<file path="src/rtl/cstrip_pkg.sv">
`timescale 1ns / 1ps

package cstrip_pkg;

  // character codes
  localparam logic [7:0] ChQuest  = 8'h3F;
  localparam logic [7:0] ChBslash = 8'h5C;
  localparam logic [7:0] ChSlash  = 8'h2F;
  localparam logic [7:0] ChStar   = 8'h2A;
  localparam logic [7:0] ChLt     = 8'h3C;
  localparam logic [7:0] ChPct    = 8'h25;
  localparam logic [7:0] ChColon  = 8'h3A;
  localparam logic [7:0] ChGt     = 8'h3E;
  localparam logic [7:0] ChDquote = 8'h22;
  localparam logic [7:0] ChSquote = 8'h27;
  localparam logic [7:0] ChSpace  = 8'h20;
  localparam logic [7:0] ChLf     = 8'h0A;
  localparam logic [7:0] ChCr     = 8'h0D;

  // scanner modes
  localparam logic [2:0] ModeNormal  = 3'd0;
  localparam logic [2:0] ModeString  = 3'd1;
  localparam logic [2:0] ModeChar    = 3'd2;
  localparam logic [2:0] ModeHeader  = 3'd3;
  localparam logic [2:0] ModeComment = 3'd4;

  // configuration register indexes
  localparam logic RegTrigraphs = 1'b0;
  localparam logic RegDigraphs  = 1'b1;

  // queue between scanner and serializer
  localparam int QDepth = 2;
  localparam int QPtrW  = $clog2(QDepth);
  localparam int QCntW  = $clog2(QDepth + 1);

  typedef struct packed {
    logic [7:0] char_in;
    logic       include_context;
  } in_t;

  typedef struct packed {
    logic [7:0] char_out;
    logic       last_of_run;
    logic       comment_open;
  } out_t;

  // all result bytes of one input transfer
  typedef struct packed {
    logic [1:0]      n;
    logic [2:0][7:0] ch;
    logic            comment_open;
  } bundle_t;

  // queue handshake from the scanner toward the queue
  typedef struct packed {
    logic    push;
    bundle_t data;
  } push_t;

endpackage

</file>
<file path="src/rtl/cstrip_front.sv">
`timescale 1ns / 1ps

module cstrip_front (
  input  logic                 clk_i,
  input  logic                 rst_ni,
  input  logic                 in_valid_i,
  output logic                 in_ready_o,
  input  cstrip_pkg::in_t      in_data_i,
  input  logic                 cfg_we_i,
  input  logic                 cfg_idx_i,
  input  logic                 cfg_data_i,
  input  logic                 q_full_i,
  output cstrip_pkg::push_t    push_o
);

  typedef struct packed {
    logic [2:0][7:0] w;
    logic [1:0]      n;
    logic [2:0]      mode;
    logic [7:0]      prev;
    logic            star;
    logic            discard;
    logic            emit;
    logic [7:0]      ch;
  } scan_t;

  function automatic logic [7:0] tri_map(logic [7:0] c);
    logic [7:0] r;
    case (c)
      8'h28:   r = 8'h5B; // ( -> [
      8'h29:   r = 8'h5D; // ) -> ]
      8'h3C:   r = 8'h7B; // < -> {
      8'h3E:   r = 8'h7D; // > -> }
      8'h3D:   r = 8'h23; // = -> #
      8'h2F:   r = 8'h5C; // / -> backslash
      8'h27:   r = 8'h5E; // ' -> ^
      8'h21:   r = 8'h7C; // ! -> |
      8'h2D:   r = 8'h7E; // - -> ~
      default: r = 8'h00;
    endcase
    return r;
  endfunction

  function automatic logic [7:0] dig_map(logic [7:0] a, logic [7:0] b);
    logic [7:0] r;
    r = 8'h00;
    if (a == cstrip_pkg::ChLt && b == cstrip_pkg::ChPct) r = 8'h7B;
    else if (a == cstrip_pkg::ChLt && b == cstrip_pkg::ChColon) r = 8'h5B;
    else if (a == cstrip_pkg::ChPct && b == cstrip_pkg::ChGt) r = 8'h7D;
    else if (a == cstrip_pkg::ChPct && b == cstrip_pkg::ChColon) r = 8'h23;
    else if (a == cstrip_pkg::ChColon && b == cstrip_pkg::ChGt) r = 8'h5D;
    return r;
  endfunction

  // decide the byte at the head of the window
  function automatic scan_t decide(scan_t s, logic incl, logic trig, logic dig);
    scan_t      r;
    logic       esc;
    logic [7:0] tm;
    logic [7:0] dm;
    logic       drop1;
    logic       drop2;
    r     = s;
    r.emit = 1'b0;
    r.ch   = s.w[0];
    esc   = (s.prev == cstrip_pkg::ChBslash);
    tm    = tri_map(s.w[2]);
    dm    = dig_map(s.w[0], s.w[1]);
    drop1 = 1'b0;
    drop2 = 1'b0;
    if (trig && s.w[0] == cstrip_pkg::ChQuest && s.w[1] == cstrip_pkg::ChQuest &&
        tm != 8'h00) begin
      r.w[2] = tm;
      drop2  = 1'b1;
    end else begin
      case (s.mode)
        cstrip_pkg::ModeNormal: begin
          drop1  = 1'b1;
          r.emit = 1'b1;
          if (s.w[0] == cstrip_pkg::ChDquote && !esc) begin
            r.mode = cstrip_pkg::ModeString;
          end else if (s.w[0] == cstrip_pkg::ChSquote && !esc) begin
            r.mode = cstrip_pkg::ModeChar;
          end else if (s.w[0] == cstrip_pkg::ChSlash && s.w[1] == cstrip_pkg::ChSlash) begin
            // line comment: one space, window cleared
            r.discard = 1'b1;
            r.prev    = s.w[0];
            r.w       = '0;
            r.n       = 2'd0;
            r.ch      = cstrip_pkg::ChSpace;
            drop1     = 1'b0;
          end else if (s.w[0] == cstrip_pkg::ChSlash && s.w[1] == cstrip_pkg::ChStar) begin
            r.mode = cstrip_pkg::ModeComment;
            r.star = 1'b1;
            r.emit = 1'b0;
          end else if (s.w[0] == cstrip_pkg::ChLt && incl &&
                       !(dig && (s.w[1] == cstrip_pkg::ChPct ||
                                 s.w[1] == cstrip_pkg::ChColon))) begin
            r.mode = cstrip_pkg::ModeHeader;
          end else if (dig && dm != 8'h00) begin
            r.w[1] = dm;
            r.emit = 1'b0;
          end
        end
        cstrip_pkg::ModeString: begin
          drop1  = 1'b1;
          r.emit = 1'b1;
          if (s.w[0] == cstrip_pkg::ChDquote && !esc) r.mode = cstrip_pkg::ModeNormal;
        end
        cstrip_pkg::ModeChar: begin
          drop1  = 1'b1;
          r.emit = 1'b1;
          if (s.w[0] == cstrip_pkg::ChSquote && !esc) r.mode = cstrip_pkg::ModeNormal;
        end
        cstrip_pkg::ModeHeader: begin
          drop1  = 1'b1;
          r.emit = 1'b1;
          if (s.w[0] == cstrip_pkg::ChGt) r.mode = cstrip_pkg::ModeNormal;
        end
        default: begin
          // block comment; the opening star cannot close it
          if (s.w[0] == cstrip_pkg::ChStar && s.w[1] == cstrip_pkg::ChSlash && !s.star) begin
            r.w[1] = cstrip_pkg::ChSpace;
            r.star = 1'b0;
            r.mode = cstrip_pkg::ModeNormal;
            r.emit = 1'b1;
            r.ch   = cstrip_pkg::ChSpace;
            drop2  = 1'b1;
          end else begin
            r.star = 1'b0;
            drop1  = 1'b1;
          end
        end
      endcase
    end
    if (drop1) begin
      r.prev = r.w[0];
      r.w    = {8'h00, r.w[2], r.w[1]};
      r.n    = (r.n != 2'd0) ? r.n - 2'd1 : 2'd0;
    end
    if (drop2) begin
      r.prev = r.w[1];
      r.w    = {16'h0000, r.w[2]};
      r.n    = (r.n > 2'd1) ? r.n - 2'd2 : 2'd0;
    end
    return r;
  endfunction

  logic [1:0][7:0] la_q, la_d;
  logic [1:0]      cnt_q, cnt_d;
  logic [2:0]      mode_q, mode_d;
  logic [7:0]      prev_q, prev_d;
  logic            discard_q, discard_d;
  logic            star_q, star_d;
  logic            trig_q, dig_q;

  logic            accept;
  logic            eol;
  logic [7:0]      c;
  scan_t           s0, d1, d2, fin;
  cstrip_pkg::bundle_t bnd;

  assign c          = in_data_i.char_in;
  assign eol        = (c == cstrip_pkg::ChLf) || (c == cstrip_pkg::ChCr);
  assign in_ready_o = !q_full_i;
  assign accept     = in_valid_i && in_ready_o;

  always_comb begin
    s0         = '0;
    s0.w       = {8'h00, la_q[1], la_q[0]};
    case (cnt_q)
      2'd0:    s0.w[0] = c;
      2'd1:    s0.w[1] = c;
      default: s0.w[2] = c;
    endcase
    s0.n       = eol ? cnt_q : cnt_q + 2'd1;
    s0.mode    = mode_q;
    s0.prev    = prev_q;
    s0.star    = star_q;
    s0.discard = discard_q;
  end

  assign d1 = decide(s0, in_data_i.include_context, trig_q, dig_q);
  assign d2 = decide(d1, in_data_i.include_context, trig_q, dig_q);

  always_comb begin
    fin       = s0;
    bnd       = '0;
    la_d      = la_q;
    cnt_d     = cnt_q;
    mode_d    = mode_q;
    prev_d    = prev_q;
    discard_d = discard_q;
    star_d    = star_q;
    if (!eol) begin
      if (!discard_q) begin
        if (s0.n == 2'd3) begin
          fin = d1;
          if (d1.emit) begin
            bnd.ch[0] = d1.ch;
            bnd.n     = 2'd1;
          end
        end
        la_d[0]   = (fin.n > 2'd0) ? fin.w[0] : 8'h00;
        la_d[1]   = (fin.n > 2'd1) ? fin.w[1] : 8'h00;
        cnt_d     = fin.n;
        mode_d    = fin.mode;
        prev_d    = fin.prev;
        star_d    = fin.star;
        discard_d = fin.discard;
      end
    end else begin
      // end of line flushes the held bytes, then passes the line end unless inside a block comment
      if (s0.n != 2'd0 && !discard_q) begin
        fin = d1;
        if (d1.emit) begin
          bnd.ch[bnd.n] = d1.ch;
          bnd.n         = bnd.n + 2'd1;
        end
        if (d1.n != 2'd0 && !d1.discard) begin
          fin = d2;
          if (d2.emit) begin
            bnd.ch[bnd.n] = d2.ch;
            bnd.n         = bnd.n + 2'd1;
          end
        end
      end
      if (fin.mode != cstrip_pkg::ModeComment) begin
        bnd.ch[bnd.n] = c;
        bnd.n         = bnd.n + 2'd1;
      end
      la_d      = '0;
      cnt_d     = 2'd0;
      mode_d    = fin.mode;
      prev_d    = 8'h00;
      star_d    = fin.star;
      discard_d = 1'b0;
    end
    bnd.comment_open = (mode_d == cstrip_pkg::ModeComment);
  end

  assign push_o.push = accept && (bnd.n != 2'd0);
  assign push_o.data = bnd;

  always_ff @(posedge clk_i or negedge rst_ni) begin
    if (!rst_ni) begin
      la_q      <= '0;
      cnt_q     <= 2'd0;
      mode_q    <= cstrip_pkg::ModeNormal;
      prev_q    <= 8'h00;
      discard_q <= 1'b0;
      star_q    <= 1'b0;
    end else if (accept) begin
      la_q      <= la_d;
      cnt_q     <= cnt_d;
      mode_q    <= mode_d;
      prev_q    <= prev_d;
      discard_q <= discard_d;
      star_q    <= star_d;
    end
  end

  always_ff @(posedge clk_i or negedge rst_ni) begin
    if (!rst_ni) begin
      trig_q <= 1'b0;
      dig_q  <= 1'b0;
    end else if (cfg_we_i) begin
      case (cfg_idx_i)
        cstrip_pkg::RegTrigraphs: trig_q <= cfg_data_i;
        cstrip_pkg::RegDigraphs:  dig_q  <= cfg_data_i;
        default:                  trig_q <= trig_q;
      endcase
    end
  end

`ifndef ASSERT_OFF
  a_eol_clears: assert property (@(posedge clk_i) disable iff (!rst_ni)
    (accept && eol) |=> (cnt_q == 2'd0 && !discard_q && prev_q == 8'h00))
    else $error("window not flushed after line end");
  a_cnt_range: assert property (@(posedge clk_i) disable iff (!rst_ni)
    cnt_q != 2'd3)
    else $error("lookahead holds more than two bytes");
  a_discard_empty: assert property (@(posedge clk_i) disable iff (!rst_ni)
    discard_q |-> cnt_q == 2'd0)
    else $error("bytes held while discarding a line");
`endif

endmodule

</file>
<file path="src/rtl/cstrip_fifo.sv">
`timescale 1ns / 1ps

module cstrip_fifo (
  input  logic                clk_i,
  input  logic                rst_ni,
  input  cstrip_pkg::push_t   push_i,
  input  logic                pop_i,
  output logic                full_o,
  output logic                empty_o,
  output cstrip_pkg::bundle_t head_o
);

  cstrip_pkg::bundle_t mem_q [cstrip_pkg::QDepth];
  logic [cstrip_pkg::QPtrW-1:0] wr_q, rd_q;
  logic [cstrip_pkg::QCntW-1:0] cnt_q;
  logic push, pop;

  assign full_o  = (cnt_q == cstrip_pkg::QCntW'(cstrip_pkg::QDepth));
  assign empty_o = (cnt_q == '0);
  assign push    = push_i.push;
  assign pop     = pop_i && !empty_o;
  assign head_o  = mem_q[rd_q];

  always_ff @(posedge clk_i) begin
    if (push) mem_q[wr_q] <= push_i.data;
  end

  always_ff @(posedge clk_i or negedge rst_ni) begin
    if (!rst_ni) begin
      wr_q  <= '0;
      rd_q  <= '0;
      cnt_q <= '0;
    end else begin
      if (push) begin
        wr_q <= (wr_q == cstrip_pkg::QPtrW'(cstrip_pkg::QDepth - 1)) ? '0 :
                wr_q + cstrip_pkg::QPtrW'(1);
      end
      if (pop) begin
        rd_q <= (rd_q == cstrip_pkg::QPtrW'(cstrip_pkg::QDepth - 1)) ? '0 :
                rd_q + cstrip_pkg::QPtrW'(1);
      end
      if (push && !pop) cnt_q <= cnt_q + cstrip_pkg::QCntW'(1);
      else if (pop && !push) cnt_q <= cnt_q - cstrip_pkg::QCntW'(1);
    end
  end

`ifndef ASSERT_OFF
  a_no_overflow: assert property (@(posedge clk_i) disable iff (!rst_ni)
    push |-> !full_o)
    else $error("queue written while full");
`endif

endmodule

</file>
<file path="src/rtl/cstrip_back.sv">
`timescale 1ns / 1ps

module cstrip_back (
  input  logic                clk_i,
  input  logic                rst_ni,
  input  logic                empty_i,
  input  cstrip_pkg::bundle_t head_i,
  output logic                pop_o,
  output logic                out_valid_o,
  input  logic                out_ready_i,
  output cstrip_pkg::out_t    out_data_o
);

  logic [1:0] idx_q;
  logic       last;
  logic       xfer;

  assign out_valid_o = !empty_i;
  assign last        = (idx_q == head_i.n - 2'd1);
  assign xfer        = out_valid_o && out_ready_i;
  assign pop_o       = xfer && last;

  assign out_data_o.char_out     = head_i.ch[idx_q];
  assign out_data_o.last_of_run  = last;
  assign out_data_o.comment_open = head_i.comment_open;

  // byte index inside the queued run
  always_ff @(posedge clk_i or negedge rst_ni) begin
    if (!rst_ni) begin
      idx_q <= 2'd0;
    end else if (xfer) begin
      idx_q <= last ? 2'd0 : idx_q + 2'd1;
    end
  end

`ifndef ASSERT_OFF
  a_idx_in_run: assert property (@(posedge clk_i) disable iff (!rst_ni)
    out_valid_o |-> (idx_q < head_i.n))
    else $error("serializer index past end of run");
`endif

endmodule

</file>
<file path="src/rtl/c_source_comment_trigraph_stripper.sv">
`timescale 1ns / 1ps

// channel   direction  handshake                       payload
// in        input      in_valid_i / in_ready_o         in_data_i  (char_in, include_context)
// out       output     out_valid_o / out_ready_i       out_data_o (char_out, last_of_run,
//                                                                  comment_open)
// cfg       input      cfg_we_i                        cfg_idx_i, cfg_data_i
//
// one input byte per cycle while the queue is not full
// an input byte yielding k results takes k output transfers: the output
// serializer sends one byte per cycle while out_ready_i is high, from a two-entry queue
// results are written into the queue on the input transfer and sent from its head
// reset clears the window, mode and options; in_ready_o drops only when the queue is full

module c_source_comment_trigraph_stripper (
  input  logic             clk_i,
  input  logic             rst_ni,
  input  logic             in_valid_i,
  output logic             in_ready_o,
  input  cstrip_pkg::in_t  in_data_i,
  output logic             out_valid_o,
  input  logic             out_ready_i,
  output cstrip_pkg::out_t out_data_o,
  input  logic             cfg_we_i,
  input  logic             cfg_idx_i,
  input  logic             cfg_data_i
);

  cstrip_pkg::push_t   push;
  cstrip_pkg::bundle_t head;
  logic                q_full;
  logic                q_empty;
  logic                pop;

  cstrip_front u_front (
    .clk_i      (clk_i),
    .rst_ni     (rst_ni),
    .in_valid_i (in_valid_i),
    .in_ready_o (in_ready_o),
    .in_data_i  (in_data_i),
    .cfg_we_i   (cfg_we_i),
    .cfg_idx_i  (cfg_idx_i),
    .cfg_data_i (cfg_data_i),
    .q_full_i   (q_full),
    .push_o     (push)
  );

  cstrip_fifo u_fifo (
    .clk_i   (clk_i),
    .rst_ni  (rst_ni),
    .push_i  (push),
    .pop_i   (pop),
    .full_o  (q_full),
    .empty_o (q_empty),
    .head_o  (head)
  );

  cstrip_back u_back (
    .clk_i       (clk_i),
    .rst_ni      (rst_ni),
    .empty_i     (q_empty),
    .head_i      (head),
    .pop_o       (pop),
    .out_valid_o (out_valid_o),
    .out_ready_i (out_ready_i),
    .out_data_o  (out_data_o)
  );

endmodule

</file>
<file path="config.mk">
export PLATFORM = sky130hd
export DESIGN_NAME = c_source_comment_trigraph_stripper
export DESIGN_NICKNAME = d
export VERILOG_FILES = /design/src/rtl/cstrip_pkg.sv /design/src/rtl/cstrip_front.sv /design/src/rtl/cstrip_fifo.sv /design/src/rtl/cstrip_back.sv /design/src/rtl/c_source_comment_trigraph_stripper.sv
export SDC_FILE = /design/constraint.sdc
export NUM_CORES = 1
export LEC_CHECK = 0
export ABC_CLOCK_PERIOD_IN_PS = 14500
export BUFFER_PORTS_ARGS = -buffer_cell sky130_fd_sc_hd__buf_2
export CAP_MARGIN = 25
export CORE_MARGIN = 3
export CORE_UTILIZATION = 58
export DETAILED_ROUTE_END_ITERATION = 10
export MAX_ROUTING_LAYER = met4
export PLACE_DENSITY = 0.78
export SYNTH_ARGS = -nofsm -noshare
export SYNTH_HDL_FRONTEND = slang
export SYNTH_SLANG_ARGS = --single-unit
export TNS_END_PERCENT = 10
</file>
<file path="constraint.sdc">
create_clock -name clk_i -period 14.5 [get_ports clk_i]
set_input_delay 0.725 -clock clk_i [delete_from_list [all_inputs] [get_ports clk_i]]
set_output_delay 0.725 -clock clk_i [all_outputs]
set_load 0.01 [all_outputs]
</file>
==> impl_results.md <==
- Run status: complete, no violations
- First-pass GRT wire length: 34,910 um
- DP Cell Count: 887
- Clock-pin slew on the worst setup and hold paths: 0.07 ns
- Area of the multi-input gates: 0.003928 mm2
- Sequential power share: 0.274
- Startpoint types: register
- IO Pins: 28
- Initial Util: 0.6109
- Area growth, synth to finish: 8.063%
- DRT Pass-1 Iters: 8
- CTS max path bufs: 2
- Comb pwr share: 0.543
- Grt total ovfl: 0
- GR Layer Usage met2: 0.5773
- Tot Pwr: 1.428 mW
- Post-layout nets: 782
- Synth Cell Area: 0.006797 mm2
- Remaining DRCs: 0
- Net switching power figure: 0.6751 mW
- Post-synth EDFFs: 54
- Htree depth: 3
- Share of cells above drive strength 1: 0.1270
- Cts hold-fix bufs: 0
- Net Sw Frac: 0.4727
- Met1 GRT Util: 0.4322
- Slew at the pin closest to its max-slew limit: 0.9810 ns
- Min-Delay Path Class: in2async
- Routed Antenna Nets: 0
- Minimum clock period: 7.783 ns
- ANT cells: 0
- Yosys warning count: 0
- Avg WL per Cell: 24.34 um
- Max-Cap Viols: 0
- Count of clock tree sinks: 93
- Sequential share of the synthesized area: 0.3822
- Met3 layer usage reported by global route: 0.06765
- Endpoints failing hold: 0
- R2R depth: 23
- Post-detail-place hpwl: 16,220 um
- Row cnt: 38
- Pwr Density: 194.4 mW/mm2
- Mapped Cells: 756
- Slew HR: 0.3434
- Setup-failing EPs final: 0
- CP startpoint: u_front.cnt_q[0]
- Reg2Reg Launch Point: u_front.cnt_q[0]
- Final std cells w/o fill: 904
- Syn Area/Cell: 8.990 um2
- Worst R2R Setup Slack: 6.72 ns
- Critical Path RT: 14.53 ns
- Clock skew: 0.01203 ns
- Unrepaired setup endpoints after global routing: no
- Most frequent cells in the layout: 88 x nand2_1, 58 x nor2_1, 54 x edfxtp_1, 41 x o21ai_0
- Cts bufs inserted: 9
- Port Buffers: 27
- Ys async rst share: 0.4194
- Max rail drop VDD: 0.2107 mV
- Die Ht: 114.3 um
- Vias/cell: 7.301
- Post-cts gate resize count: 0
- Initial drt markers: 867
- Root Driver: clkbuf_16
- Number of global-route vias before repair: 6,273
- Via count: 6,600
- Lkg Pwr: 2.727 nW
- Synth Register Bits: 93
- Netlist cell types: 92
- Crit path max fanout: 34
- Antenna violations before repair: 0
- Die width: 114.3 um
- Clock power share: 0.183
- Final Max Slew Viols: 0
- R2R Path End: u_fifo.mem_q[0][21]
- Worst EP arrival: 7.81 ns
- Most Crowded Layer GR: met2
- Die area: 0.01305 mm2
- GRT Util Overall: 0.3578
- Final Wtd Congestion: 1.048
- Setup Fix Bufs, Post-CTS: 0
- Setup TNS: 0 ns
- Largest net degree at the start of global routing: 40
- Cell internal pwr: 0.7530 mW
- Most common cell after layout, fill and taps aside: nand2_1
- Core area: 0.01113 mm2
- CTS tree: done
- Maximum achievable frequency: 128.5 MHz
- Clock latency at the later pin of the worst-skew pair: 0.35 ns
- Most used DFF post-synth: edfxtp_1
- FILL cells: 876
- FF/Latch Area: 0.002597 mm2
- Kind of critical path: reg2reg
- Tcrit/Tclk final: 0.5367
- Detailed-route wire length: 22,000 um
- Critical Path End Type: register
-- worst max-delay path by stage --
stage | end | slack [ns] | cells after the start
after floorplan | u_fifo.mem_q[0][0] | 7.34 | 26
after global placement | u_fifo.mem_q[0][23] | 7.32 | 23
after detailed placement | u_fifo.mem_q[0][15] | 7.08 | 23
after CTS | u_fifo.mem_q[0][12] | 6.94 | 23
after global routing | u_fifo.mem_q[0][12] | 6.28 | 23
final | u_fifo.mem_q[0][21] | 6.72 | 23
-- power by group through the flow --
stage                     registers, mW  clock network, mW  logic (mW)
final                             0.391              0.261       0.776
after global routing              0.395              0.276       0.835
after CTS                         0.388              0.263       0.751
after detailed placement          0.392                  0       0.746
after global placement            0.400                  0       0.714
after floorplan                   0.356                  0       0.576
-- cell usage after synthesis, types with 8 or more instances --
library cell	instances	area, um2
a31oi_1	12	75.07
buf_2	8	40.04
and2_1	10	62.56
nand2b_1	8	50.05
nor3_1	23	115.1
nor2_1	58	217.7
nor4_1	20	125.1
mux2i_1	24	240.2
o22ai_1	18	112.6
o31ai_1	10	75.07
o211ai_1	8	60.06
dfrtp_1	39	975.9
o21ai_0	41	205.2
nand4_1	11	68.82
edfxtp_1	54	1622
and3_1	14	87.58
clkbuf_1	33	123.9
mux2_2	12	135.1
nand3_1	28	140.1
a21oi_1	39	195.2
nand2_1	88	330.3
inv_1	22	82.58
mux4_2	8	180.2
-- layer usage --
layer	part of all wire	wire, um	vias to the layer above
met3	0.096	2110	124
met5	0	0	-
li1	-	-	2900
met1	0.37	8157	3083
met2	0.47	10320	493
met4	0.064	1417	0
-- worst max-delay path: stages, from the launching register on --
cell	delay (ns)
dfrtp_1	0.48
inv_1	0.15
ha_1	0.18
buf_4	0.35
mux2i_1	0.81
o211ai_2	0.40
o22ai_1	0.46
nor2_1	0.08
nor3b_1	0.40
o311ai_1	0.17
a31oi_1	0.64
nor3_1	0.22
nor2_1	0.15
nor2_1	0.05
a2111oi_0	0.64
nor2_1	0.10
ha_1	0.30
mux2i_1	0.06
nand2b_1	0.28
ha_1	0.36
o21ai_0	0.11
a31o_2	0.28
a31oi_2	0.40
buf_4	0.38
-- per-stage QoR --
stage | setup WS (ns) | instance area (um2) | hold WS [ns] | util
after floorplan | 7.337 | 6823 | 0.4294 | -
after global placement | 7.316 | 6970 | 0.4558 | 0.6265
after detailed placement | 7.077 | 6998 | 0.4735 | 0.6290
after CTS | 6.936 | 7325 | 0.4917 | 0.6583
after global routing | 6.284 | 7345 | 0.2990 | 0.6601
final | 6.717 | 7345 | 0.2800 | 0.6601
-- logic make-up (layout without fill, tap and decap cells) --
logic type | Yosys count | after routing | share of synthesized area
simple gates | 314 | 314 | 0.2426
compound gates | 215 | 215 | 0.2228
flops | 93 | 93 | 0.3822
buf+inv | 73 | 74 | 0.04566
mux | 44 | 44 | 0.08174
xor+xnor | 9 | 9 | 0.01160
fa+ha+maj | 7 | 7 | 0.01289
other cells | 1 | 8 | 0.0005518
-- flip-flops by register name (all words and copies together) (netlist names) --
register           count
u_front.trig_q         1
u_fifo.mem_q          54
u_front.la_q          16
u_fifo.wr_q            1
u_back.idx_q           2
u_fifo.cnt_q           2
u_fifo.rd_q            1
u_front.mode_q         3
u_front.cnt_q          2
u_front.star_q         1
u_front.prev_q         8
u_front.dig_q          1
u_front.discard_q      1
-- cell type report --
cell class	instances	area share
inverter	22	0.01124
clock buffer	10	0.03118
multi-input combinational	597	0.5348
clock inverter	6	0.01329
timing repair buffer	36	0.03203
tap	140	0.02385
sequential	93	0.3537
Note: power is estimated with default switching activity, not from simulation.
